### src/rtl/cwed_pkg.sv
package cwed_pkg;

  // Width of one character byte.
  localparam int SYM_W = 8;

  // Beat kinds carried on the input tuser.
  localparam logic ACT_QUERY = 1'b0;
  localparam logic ACT_WORD  = 1'b1;

  // Wavefront marker and the dictionary byte that travel with it along the row.
  typedef struct packed {
    logic             token;
    logic [SYM_W-1:0] sym;
  } link_t;

endpackage

### src/rtl/cwed_cell.sv
module cwed_cell #(
  parameter int CW  = 5,
  parameter int POS = 1
) (
  input  logic                          clk,
  input  logic                          rst,
  input  cwed_pkg::link_t               link_in,
  input  logic [CW-1:0]                 new_in,
  input  logic [CW-1:0]                 old_in,
  input  logic                          clear,
  input  logic                          q_we,
  input  logic [cwed_pkg::SYM_W-1:0]    q_sym,
  output cwed_pkg::link_t               link_out,
  output logic [CW-1:0]                 val,
  output logic [CW-1:0]                 old
);

  logic [cwed_pkg::SYM_W-1:0] qc;
  logic                       tok;
  logic [cwed_pkg::SYM_W-1:0] sym;
  logic [CW:0]                up_cost;
  logic [CW:0]                left_cost;
  logic [CW:0]                diag_cost;
  logic [CW:0]                min_a;
  logic [CW-1:0]              val_next;

  // Cost of delete, insert and substitute, and the smallest of the three.
  always_comb begin
    up_cost   = {1'b0, val} + (CW+1)'(1);
    left_cost = {1'b0, new_in} + (CW+1)'(1);
    diag_cost = {1'b0, old_in} + (CW+1)'(qc != link_in.sym);
    min_a     = (left_cost < up_cost) ? left_cost : up_cost;
    val_next  = (diag_cost < min_a) ? diag_cost[CW-1:0] : min_a[CW-1:0];
  end

  // Column entry and wavefront marker.
  always_ff @(posedge clk) begin
    if (rst) begin
      tok <= 1'b0;
      val <= CW'(POS);
    end else begin
      tok <= link_in.token;
      if (clear) begin
        val <= CW'(POS);
      end else if (link_in.token) begin
        val <= val_next;
      end
    end
  end

  // Entry before the update is the diagonal term for the next cell.
  always_ff @(posedge clk) begin
    if (link_in.token) begin
      sym <= link_in.sym;
      old <= val;
    end
    if (q_we) begin
      qc <= q_sym;
    end
  end

  assign link_out = '{token: tok, sym: sym};

endmodule

### src/rtl/closest_word_edit_distance.sv
// Channel  Dir  Beat contents
// s_*      in   tuser = action, tdata[7:0] = symbol, tlast = word_end
// m_*      out  tdata = word_number, best_number, best_distance, have_best,
//               exact_found (one beat per dictionary word end)
//
// A query byte is stored in its cell and the input stays ready. A dictionary
// byte is accepted, enters the head cell, and the wavefront then walks the
// MAX_LEN cells of the row; no new byte is taken until it is through. A word
// end adds the compare. Synchronous reset clears all control state and sets
// cell i of the column to i. A stalled result waits in the output register
// while the next byte is already taken; a second word end then waits for it.
module closest_word_edit_distance #(
  parameter int MAX_LEN    = 16,
  parameter int INDEX_BITS = 16
) (
  input  logic        clk,
  input  logic        rst,
  input  logic        s_tvalid,
  output logic        s_tready,
  input  logic [7:0]  s_tdata,   // [7:0] symbol
  input  logic        s_tuser,   // [0] action
  input  logic        s_tlast,   // word_end
  output logic        m_tvalid,
  input  logic        m_tready,
  output logic [39:0] m_tdata    // [15:0] word_number, [31:16] best_number,
                                 // [36:32] best_distance, [37] have_best,
                                 // [38] exact_found, [39] zero
);

  localparam int CW = $clog2(MAX_LEN + 1);
  localparam int LW = $clog2(MAX_LEN + 2);

  typedef enum logic [2:0] {
    ST_IDLE   = 3'b001,
    ST_SWEEP  = 3'b010,
    ST_FINISH = 3'b100
  } state_t;

  state_t                 state;
  state_t                 state_next;
  logic [LW-1:0]          qlen;
  logic                   loading;
  logic [LW-1:0]          wl;
  logic [CW-1:0]          val0;
  logic [CW-1:0]          old0;
  logic                   start_tok;
  logic [7:0]             start_sym;
  logic                   last_q;
  logic [INDEX_BITS-1:0]  wcnt;
  logic [INDEX_BITS-1:0]  best_idx;
  logic [CW-1:0]          best_score;
  logic                   best_valid;
  logic                   stopped;
  logic                   clear;

  logic                   accept;
  logic                   is_query;
  logic [LW-1:0]          qidx;
  logic                   q_wr;
  logic                   upd;
  logic                   finish_go;
  logic                   compare;
  logic [CW-1:0]          word_cost;
  logic                   take;
  logic [4:0]             dist_sat;

  cwed_pkg::link_t        links [0:MAX_LEN];
  logic [CW-1:0]          cval  [0:MAX_LEN];
  logic [CW-1:0]          cold  [0:MAX_LEN];

  assign s_tready = (state == ST_IDLE);
  assign accept   = s_tvalid && s_tready;
  assign is_query = (s_tuser == cwed_pkg::ACT_QUERY);
  assign qidx     = loading ? qlen : '0;
  assign q_wr     = accept && is_query && (qidx < LW'(MAX_LEN));
  assign upd      = (qlen <= LW'(MAX_LEN)) && (wl < LW'(MAX_LEN));

  // Head of the row: cell zero lives here.
  assign links[0] = '{token: start_tok, sym: start_sym};
  assign cval[0]  = val0;
  assign cold[0]  = old0;

  // Row of DP cells, one per query character.
  for (genvar k = 1; k <= MAX_LEN; k++) begin : g_cell
    cwed_cell #(
      .CW  (CW),
      .POS (k)
    ) u_cell (
      .clk      (clk),
      .rst      (rst),
      .link_in  (links[k-1]),
      .new_in   (cval[k-1]),
      .old_in   (cold[k-1]),
      .clear    (clear),
      .q_we     (q_wr && (qidx == LW'(k - 1))),
      .q_sym    (s_tdata),
      .link_out (links[k]),
      .val      (cval[k]),
      .old      (cold[k])
    );
  end

  // Word end compare against the best so far.
  assign finish_go = (state == ST_FINISH) && (!m_tvalid || m_tready);
  assign compare   = !stopped && (wl == qlen) && (wl <= LW'(MAX_LEN));
  assign word_cost = cval[qlen[CW-1:0]];
  assign take      = compare && (!best_valid || word_cost <= best_score);
  assign clear     = finish_go || (accept && is_query && !loading);

  // Sequencer.
  always_comb begin
    state_next = state;
    unique case (state)
      ST_IDLE: begin
        if (accept && !is_query) begin
          if (upd) begin
            state_next = ST_SWEEP;
          end else if (s_tlast) begin
            state_next = ST_FINISH;
          end
        end
      end
      ST_SWEEP: begin
        if (links[MAX_LEN].token) begin
          state_next = last_q ? ST_FINISH : ST_IDLE;
        end
      end
      ST_FINISH: begin
        if (finish_go) begin
          state_next = ST_IDLE;
        end
      end
      default: state_next = ST_IDLE;
    endcase
  end

  // Control and search record.
  always_ff @(posedge clk) begin
    if (rst) begin
      state      <= ST_IDLE;
      qlen       <= '0;
      loading    <= 1'b0;
      wl         <= '0;
      val0       <= '0;
      start_tok  <= 1'b0;
      wcnt       <= '0;
      best_idx   <= '0;
      best_score <= '0;
      best_valid <= 1'b0;
      stopped    <= 1'b0;
      m_tvalid   <= 1'b0;
    end else begin
      state     <= state_next;
      start_tok <= accept && !is_query && upd;
      if (finish_go) begin
        m_tvalid <= 1'b1;
      end else if (m_tready) begin
        m_tvalid <= 1'b0;
      end
      if (accept && is_query) begin
        if (!loading) begin
          val0       <= '0;
          wl         <= '0;
          wcnt       <= '0;
          best_idx   <= '0;
          best_score <= '0;
          best_valid <= 1'b0;
          stopped    <= 1'b0;
        end
        if (qidx <= LW'(MAX_LEN)) begin
          qlen <= qidx + LW'(1);
        end else begin
          qlen <= qidx;
        end
        loading <= !s_tlast;
      end else if (accept) begin
        loading <= 1'b0;
        if (upd) begin
          val0 <= CW'(wl + LW'(1));
        end
        if (wl <= LW'(MAX_LEN)) begin
          wl <= wl + LW'(1);
        end
      end
      if (finish_go) begin
        if (wcnt != '1) begin
          wcnt <= wcnt + INDEX_BITS'(1);
        end
        if (take) begin
          best_valid <= 1'b1;
          best_score <= word_cost;
          best_idx   <= wcnt;
        end
        if (compare && word_cost == '0) begin
          stopped <= 1'b1;
        end
        val0 <= '0;
        wl   <= '0;
      end
    end
  end

  // Payload registers.
  always_comb begin
    if (int'(take ? word_cost : best_score) > 31) begin
      dist_sat = 5'd31;
    end else begin
      dist_sat = 5'(take ? word_cost : best_score);
    end
  end

  always_ff @(posedge clk) begin
    if (accept && !is_query) begin
      old0      <= val0;
      start_sym <= s_tdata;
      last_q    <= s_tlast;
    end
    if (finish_go) begin
      m_tdata[15:0]  <= 16'(wcnt);
      m_tdata[31:16] <= take ? 16'(wcnt) : 16'(best_idx);
      m_tdata[36:32] <= dist_sat;
      m_tdata[37]    <= take || best_valid;
      m_tdata[38]    <= stopped || (compare && word_cost == '0);
      m_tdata[39]    <= 1'b0;
    end
  end

endmodule
### config.mk
export PLATFORM = sky130hd
export DESIGN_NAME = closest_word_edit_distance
export DESIGN_NICKNAME = d
export VERILOG_FILES = /design/src/rtl/cwed_pkg.sv /design/src/rtl/cwed_cell.sv /design/src/rtl/closest_word_edit_distance.sv
export SDC_FILE = /design/constraint.sdc
export NUM_CORES = 1
export LEC_CHECK = 0
export BUFFER_PORTS_ARGS = -buffer_cell sky130_fd_sc_hd__buf_2
export CAP_MARGIN = 40
export CORE_MARGIN = 2
export CORE_UTILIZATION = 50
export DETAILED_ROUTE_END_ITERATION = 10
export PLACE_DENSITY = 0.68
export SETUP_SLACK_MARGIN = 0.5
export SYNTH_ARGS = -nofsm -noshare
export SYNTH_HDL_FRONTEND = slang
export SYNTH_SLANG_ARGS = --single-unit
### constraint.sdc
create_clock -name clk -period 3.5 [get_ports clk]
set_input_delay 0.35 -clock clk [delete_from_list [all_inputs] [get_ports clk]]
set_output_delay 0.35 -clock clk [all_outputs]
set_load 0.02 [all_outputs]
==> Word-level counts from Yosys, hierarchy flattened <==
Index checks and enable logic that the tools add are counted.
{ "word_totals": {"ff_bits": 532, "word_cells": 341} }
{ "op_classes": {"n_addsub": 36, "n_lt_le_gt_ge": 40, "eq_ne": 41, "n_mux": 78, "bitwise": 2, "n_reduce_logical": 49} }
{ "ops": {"columns": ["cell", "count"], "rows": [
  ["$lt 6x6->1", 32],
  ["$mux 5", 33],
  ["$mux 16", 9],
  ["$ne 8x8->1", 16],
  ["$add 5x1->6 const B", 17],
  ["$add 5x1->6", 16],
  ["$mux 6", 16],
  ["$eq 5x4->1 const B", 8],
  ["$logic_and 1x1->1", 28],
  ["$bmux 5 s5", 1],
  ["$eq 5x3->1 const B", 4],
  ["$mux 3", 6],
  ["$add 16x1->16 const B", 1],
  ["$ne 16x16->1 const B", 1],
  ["$le 5x5->1 const B", 3],
  ["$mux 1", 12],
  ["$add 5x1->5 const B", 2],
  ["$eq 5x2->1 const B", 2],
  ["$logic_not 5->1", 2],
  ["$lt 5x5->1 const B", 2],
  ["$pmux 3 s3", 1],
  ["$reduce_bool 2->1", 4],
  ["$ge 6x6->1 const B", 1],
  ["$not 5->6", 1],
  ["other kinds (16)", 28]
]} }

==> Logic depth before layout (Yosys ltp) <==
{ "depth": {"depth_word": 9, "depth_mapped": 20} }

==> Cells and area by module <==
Synthesis repeated with hierarchy kept, for this count alone.
{ "hier_totals": {"hier_cells": 2644, "hier_area_um2": 30327.8} }
{ "by_module_without_submodules": {"columns": ["module", "n_inst", "cells_per_inst", "area_each_um2", "seq_area_each_um2"], "rows": [
  ["closest_word_edit_distance", 1, 575, 5805.6, 2792.7],
  ["cwed_cell (g_cell[8].u_cell)", 1, 139, 1587.8, 750.7],
  ["cwed_cell (g_cell[2].u_cell)", 1, 138, 1580.3, 750.7],
  ["cwed_cell (g_cell[15].u_cell)", 1, 130, 1556.5, 750.7],
  ["cwed_cell (g_cell[3].u_cell)", 1, 129, 1547.7, 750.7],
  ["cwed_cell (g_cell[1].u_cell)", 1, 131, 1546.5, 750.7],
  ["cwed_cell (g_cell[11].u_cell)", 1, 130, 1542.7, 750.7],
  ["cwed_cell (g_cell[9].u_cell)", 1, 129, 1540.2, 750.7],
  ["cwed_cell (g_cell[7].u_cell)", 1, 133, 1539.0, 750.7],
  ["cwed_cell (g_cell[13].u_cell)", 1, 131, 1527.7, 750.7],
  ["cwed_cell (g_cell[14].u_cell)", 1, 125, 1521.5, 750.7],
  ["cwed_cell (g_cell[4].u_cell)", 1, 126, 1512.7, 750.7],
  ["cwed_cell (g_cell[10].u_cell)", 1, 127, 1511.4, 750.7],
  ["cwed_cell (g_cell[16].u_cell)", 1, 130, 1507.7, 750.7],
  ["+3 rows", null, null, null, null]
]} }

==> Worst setup path before layout <==
OpenSTA, ideal clock, no wires.
{ "synth_timing": {"kind": "flip-flop to flip-flop", "from": "register g_cell[14].u_cell.val[0]", "to": "register g_cell[15].u_cell.val[4]", "arrival_ns": 3.672, "slack_ns": -0.300, "stages_incl_launch_ff": 18, "path_cell_list": "dfxtp_1 -> ha_1 -> nand3_1 -> xor2_1 -> inv_1 -> ha_1 -> a2111oi_0 -> o21ai_1 -> o21ai_2 -> mux2i_1 -> ha_1 -> a21o_1 -> a21o_1 -> a21oi_1 -> o21a_1 -> a31oi_2 -> nor4b_1 -> or3b_1"} }
{ "synth_between": {"elab_chain_len": 5} }
{ "synth_rtl": {"columns": ["item", "line_no", "text"], "rows": [
  ["from (decl)", "cwed_cell.sv:14", "output logic [CW-1:0] val,"],
  ["from (signal assigned)", "cwed_cell.sv:40", "val <= CW'(POS);"],
  ["from (signal assigned)", "cwed_cell.sv:44", "val <= CW'(POS);"],
  ["from (signal assigned)", "cwed_cell.sv:46", "val <= val_next;"],
  ["$add 5x1->6 *", "cwed_cell.sv:30", "left_cost = {1'b0, new_in} + (CW+1)'(1);"],
  ["$lt 6x6->1", "cwed_cell.sv:32", "min_a = (left_cost < up_cost) ? left_cost : up_cost;"],
  ["$mux 6 *", "cwed_cell.sv:32", null],
  ["$lt 6x6->1", "cwed_cell.sv:33", "val_next = (diag_cost < min_a) ? diag_cost[CW-1:0] : min_a[CW-1:0];"],
  ["$mux 5 *", "cwed_cell.sv:33", null],
  ["to (signal assigned)", "cwed_cell.sv:40", null],
  ["to (signal assigned)", "cwed_cell.sv:44", null],
  ["to (signal assigned)", "cwed_cell.sv:46", null],
  ["to (decl)", "cwed_cell.sv:14", null]
]} }
Mark *: on every way between the ends. The rest lies on a longest branch, timed or not.
A chain may end at the register's enable or synchronous reset.

==> Worst setup path after layout <==
{ "layout_timing": {"from": "register qlen[0]", "to": "register m_tdata[30], data pin"} }
{ "layout_between": {"elab_chain_len": 8} }
{ "layout_rtl": {"columns": ["item", "line_no", "text"], "rows": [
  ["from (decl)", "closest_word_edit_distance.sv:41", "logic [LW-1:0] qlen;"],
  ["from (signal assigned)", "closest_word_edit_distance.sv:171", "qlen <= qidx + LW'(1);"],
  ["from (signal assigned)", "closest_word_edit_distance.sv:173", "qlen <= qidx;"],
  ["$not 5->6 (implied by the code)", "closest_word_edit_distance.sv:106", "assign word_cost = cval[qlen[CW-1:0]];"],
  ["$bmux 5 s5", "closest_word_edit_distance.sv:106", null],
  ["$mux 5 (implied by the code) (2 in a row)", "closest_word_edit_distance.sv:106", null],
  ["$le 5x5->1", "closest_word_edit_distance.sv:107", "assign take = compare && (!best_valid || word_cost <= best_score);"],
  ["$logic_or 1x1->1", "closest_word_edit_distance.sv:107", null],
  ["$logic_and 1x1->1 *", "closest_word_edit_distance.sv:107", null],
  ["$mux 16 *", "closest_word_edit_distance.sv:220", "m_tdata[31:16] <= take ? 16'(wcnt) : 16'(best_idx);"],
  ["to (signal assigned)", "closest_word_edit_distance.sv:220", null],
  ["to (decl)", "closest_word_edit_distance.sv:25", "output logic [39:0] m_tdata"]
]} }
Mark *: on every way between the ends. The rest lies on a longest branch, timed or not. The select of a mux whose other input is x is not followed.

==> out/results.ini <==
[die]
die-area_um2=57990
start_util_pct=50.70
pin_count=56
core_um2=55310
die_w_um=240.8
die_y_um=240.8
placementRows=86

[timing]
fin_skew_ns=0.01855
fin_ws_ns=-0.06093
fin_crit_ns=3.561
grt_setup_unrepaired=yes
setup_viol=38
max_freq_mhz=280.8
worst_pin_slew_ns=0.9079
hold_ws_ns=0.06686
slew_headroom_pct=39.39
drv_slew=0
final_hold_viol_count=0
final.period_utilization_pct=101.7

[worst_setup_path]
crit_type=register to register
cpMaxStageDelayCell=mux4_2
cp.arrival_ns=3.93
cp-start-kind=register
crit_family=multiplexers
worst-path-buf-inv=2
worst-path-max-fanout=17
crit_chain=buf_4 > mux4_2 > mux2i_1 > nor2_1 > a21oi_2 > o31ai_2 > ha_1 > o21a_1 > o21a_1 > o21ai_1 > a21oi_2 > nor2_4 > buf_12 > mux2_4
worstPathRequired_ns=3.87
end_kind=register
cp_slowest_stage_delay_ns=0.57

[routing]
wl_per_cell_um=21.24
drt_iter0_markers=1748
antenna_left=0
wl_um=81750
num_vias=22680
drt-pass1-iter-count=6
drc=0
post_drt_via_cell_ratio=5.891

[synth]
seq_area_frac_synth_pct=51.40
async_reset_ff_share_pct=0
ys_seq_elements=532
netlist_area_um2=28040
yosys_warnings=0
synth_nets=2815
synth_largest_area_cell=edfxtp_1
yosysUniqueCellTypes=66
synth_top_area_share_pct=40.26
ys_top_cells_by_area=edfxtp_1 40%, dfxtp_1 11%, ha_1 9.9%
synth_edf_count=376
synthCells=2579
avgSynthCellArea_um2=10.87
synth_ff_type=edfxtp_1

[job]
maxCapViolCount=0

[power]
power_leakage_uw=0.01471
fin_total_pwr_uw=13840
powerDensity_nw_per_um2=353.2
net-switching-power_uw=3273
p_int_uw=10570
pwr-share-seq_pct=48.7
swShare_pct=23.64
combinationalPowerShare_pct=8.5
clkPwrFrac_pct=42.9
peakVddDrop_uv=423.3

[clock_network]
cts_buffer_depth=3
clock-sinks=532
htree_levels=2
cts_tree=yes
cts_buffers=55
clk_pin_slew_worst_paths_ns=0.06
clock_latency_ns=0.63
clockRootBuffer=clkbuf_16

[finish]
drive_gt1_share_pct=42.34
finalNetCount=3290
layout_common_cells=376 x edfxtp_1, 359 x buf_4, 194 x nand2_1
diodes=0
area_growth_syn_to_layout_pct=39.76
final_common_cell=edfxtp_1
n_fill_cell=3575

[grt]
grt_util_all_layers_pct=25.94
grt-ovfl-total=0
grt_max_degree=60
grt_pass1_wl_um=118700
grt_pass1_vias=22550
antenna_found_initial=0

[worst_hold_path]
hp-class=input pin to register

[place]
gp_congestion=0.9245
detailed_place_hpwl_um=50920
port_buffers=54

[run_status]
status=complete, but fails checks
violations=setup timing

==> power groups by stage <==
stage | clock network (µW) | registers, µW | logic, µW
2_1_floorplan | 0 | 6890 | 543
5_1_grt | 6230 | 6740 | 1230
3_3_place_gp | 0 | 6900 | 774
3_5_place_dp | 0 | 6900 | 795
4_1_cts | 6000 | 6740 | 963
6_report | 5930 | 6740 | 1170
==> logic make-up after synthesis <==
kind of cell,share of synthesized area [%]
AO/OA/AOI/OAI,10.16
XOR/XNOR,7.527
adder cells (fa/ha/maj),9.905
buffers and inverters,2.909
flip-flops,51.40
multiplexers,3.989
other,0.01337
AND/OR/NAND/NOR,14.09
==> registers in the layout, summed over array words and instances, names as in the netlist, 8 cells and up <==
register           cells
wcnt                  16
g_cell.u_cell.sym    120
g_cell.u_cell.val     80
g_cell.u_cell.tok     16
best_idx              16
g_cell.u_cell.old     75
start_sym              8
g_cell.u_cell.qc     128
m_tdata               39
==> synth_stat cells, types with 50 or more instances <==
master    number
nor3_1        50
clkbuf_1      59
xor2_1       197
inv_1        124
a21oi_1      157
nor2_1       241
dfxtp_1      156
nand2_1      245
edfxtp_1     376
nand3_1      157
o21ai_0      102
ha_1         222
==> worst min-delay path: cells and delay by family <==
kind,cells,cell delay (ns)
buffers and inverters,1,0.11
AND/OR/NAND/NOR,2,0.12
AO/OA/AOI/OAI,1,0.05
==> path summary, 6_finish.rpt <==
path | from | to | slack, ns | depth (start not counted)
worst max register to register | qlen[0]$_SDFFE_PP0P_ | m_tdata[30]$_DFFE_PP_ | -0.06 | 14
worst max-delay path | qlen[0]$_SDFFE_PP0P_ | m_tdata[30]$_DFFE_PP_ | -0.06 | 14
worst min register to register | g_cell[7].u_cell.sym[6]$_DFFE_PP_ | g_cell[8].u_cell.sym[6]$_DFFE_PP_ | 0.47 | 0
worst min-delay path | s_tvalid | loading$_SDFFE_PP0P_ | 0.07 | 4
==> cell type report <==
type,instances,area [µm²],area share (%)
clock buffers,74,1488,3.796
flip-flops and latches,532,14660,37.39
multi-input cells,1863,17550,44.79
well taps,748,935.9,2.388
repair buffers,477,3730,9.517
clock inverters,30,344.1,0.8779
inverters,125,486.7,1.242
==> what timing repair did <==
action | in CTS | in global routing
endpoints found under the hold margin | 1 | 0
buffers inserted | 106 | 71
endpoints found under the setup margin | 123 | 123
gates resized for setup | 507 | 286
pin swaps | 211 | 225
cloned | 18 | 1
hold buffers | 1 | 0
==> through the flow <==
stage	setup TNS, ns	setup slack, ns	std cells	instance area [µm²]	utilization [%]
global placement	-3.324	-0.1032	3546	32020	57.89
finish	-1.044	-0.06093	3849	39190	70.86
CTS	-0.6754	-0.05218	3777	37180	67.23
detailed placement	-8.569	-0.1681	3548	32040	57.93
floorplan	0	0.01781	2579	29550	-
global route	-9.320	-0.2238	3849	39190	70.86
==> layer usage <==
| layer | up-vias | GRT usage [%] | wire (µm) |
|---|---|---|---|
| met4 | 0 | 9.371 | 3401 |
| met3 | 261 | 2.928 | 4351 |
| met5 | - | 0 | 0 |
| met1 | 11220 | 32.35 | 32150 |
| met2 | 818 | 46.53 | 41840 |
| li1 | 10380 | - | - |
(Power assumes the default switching activity.)
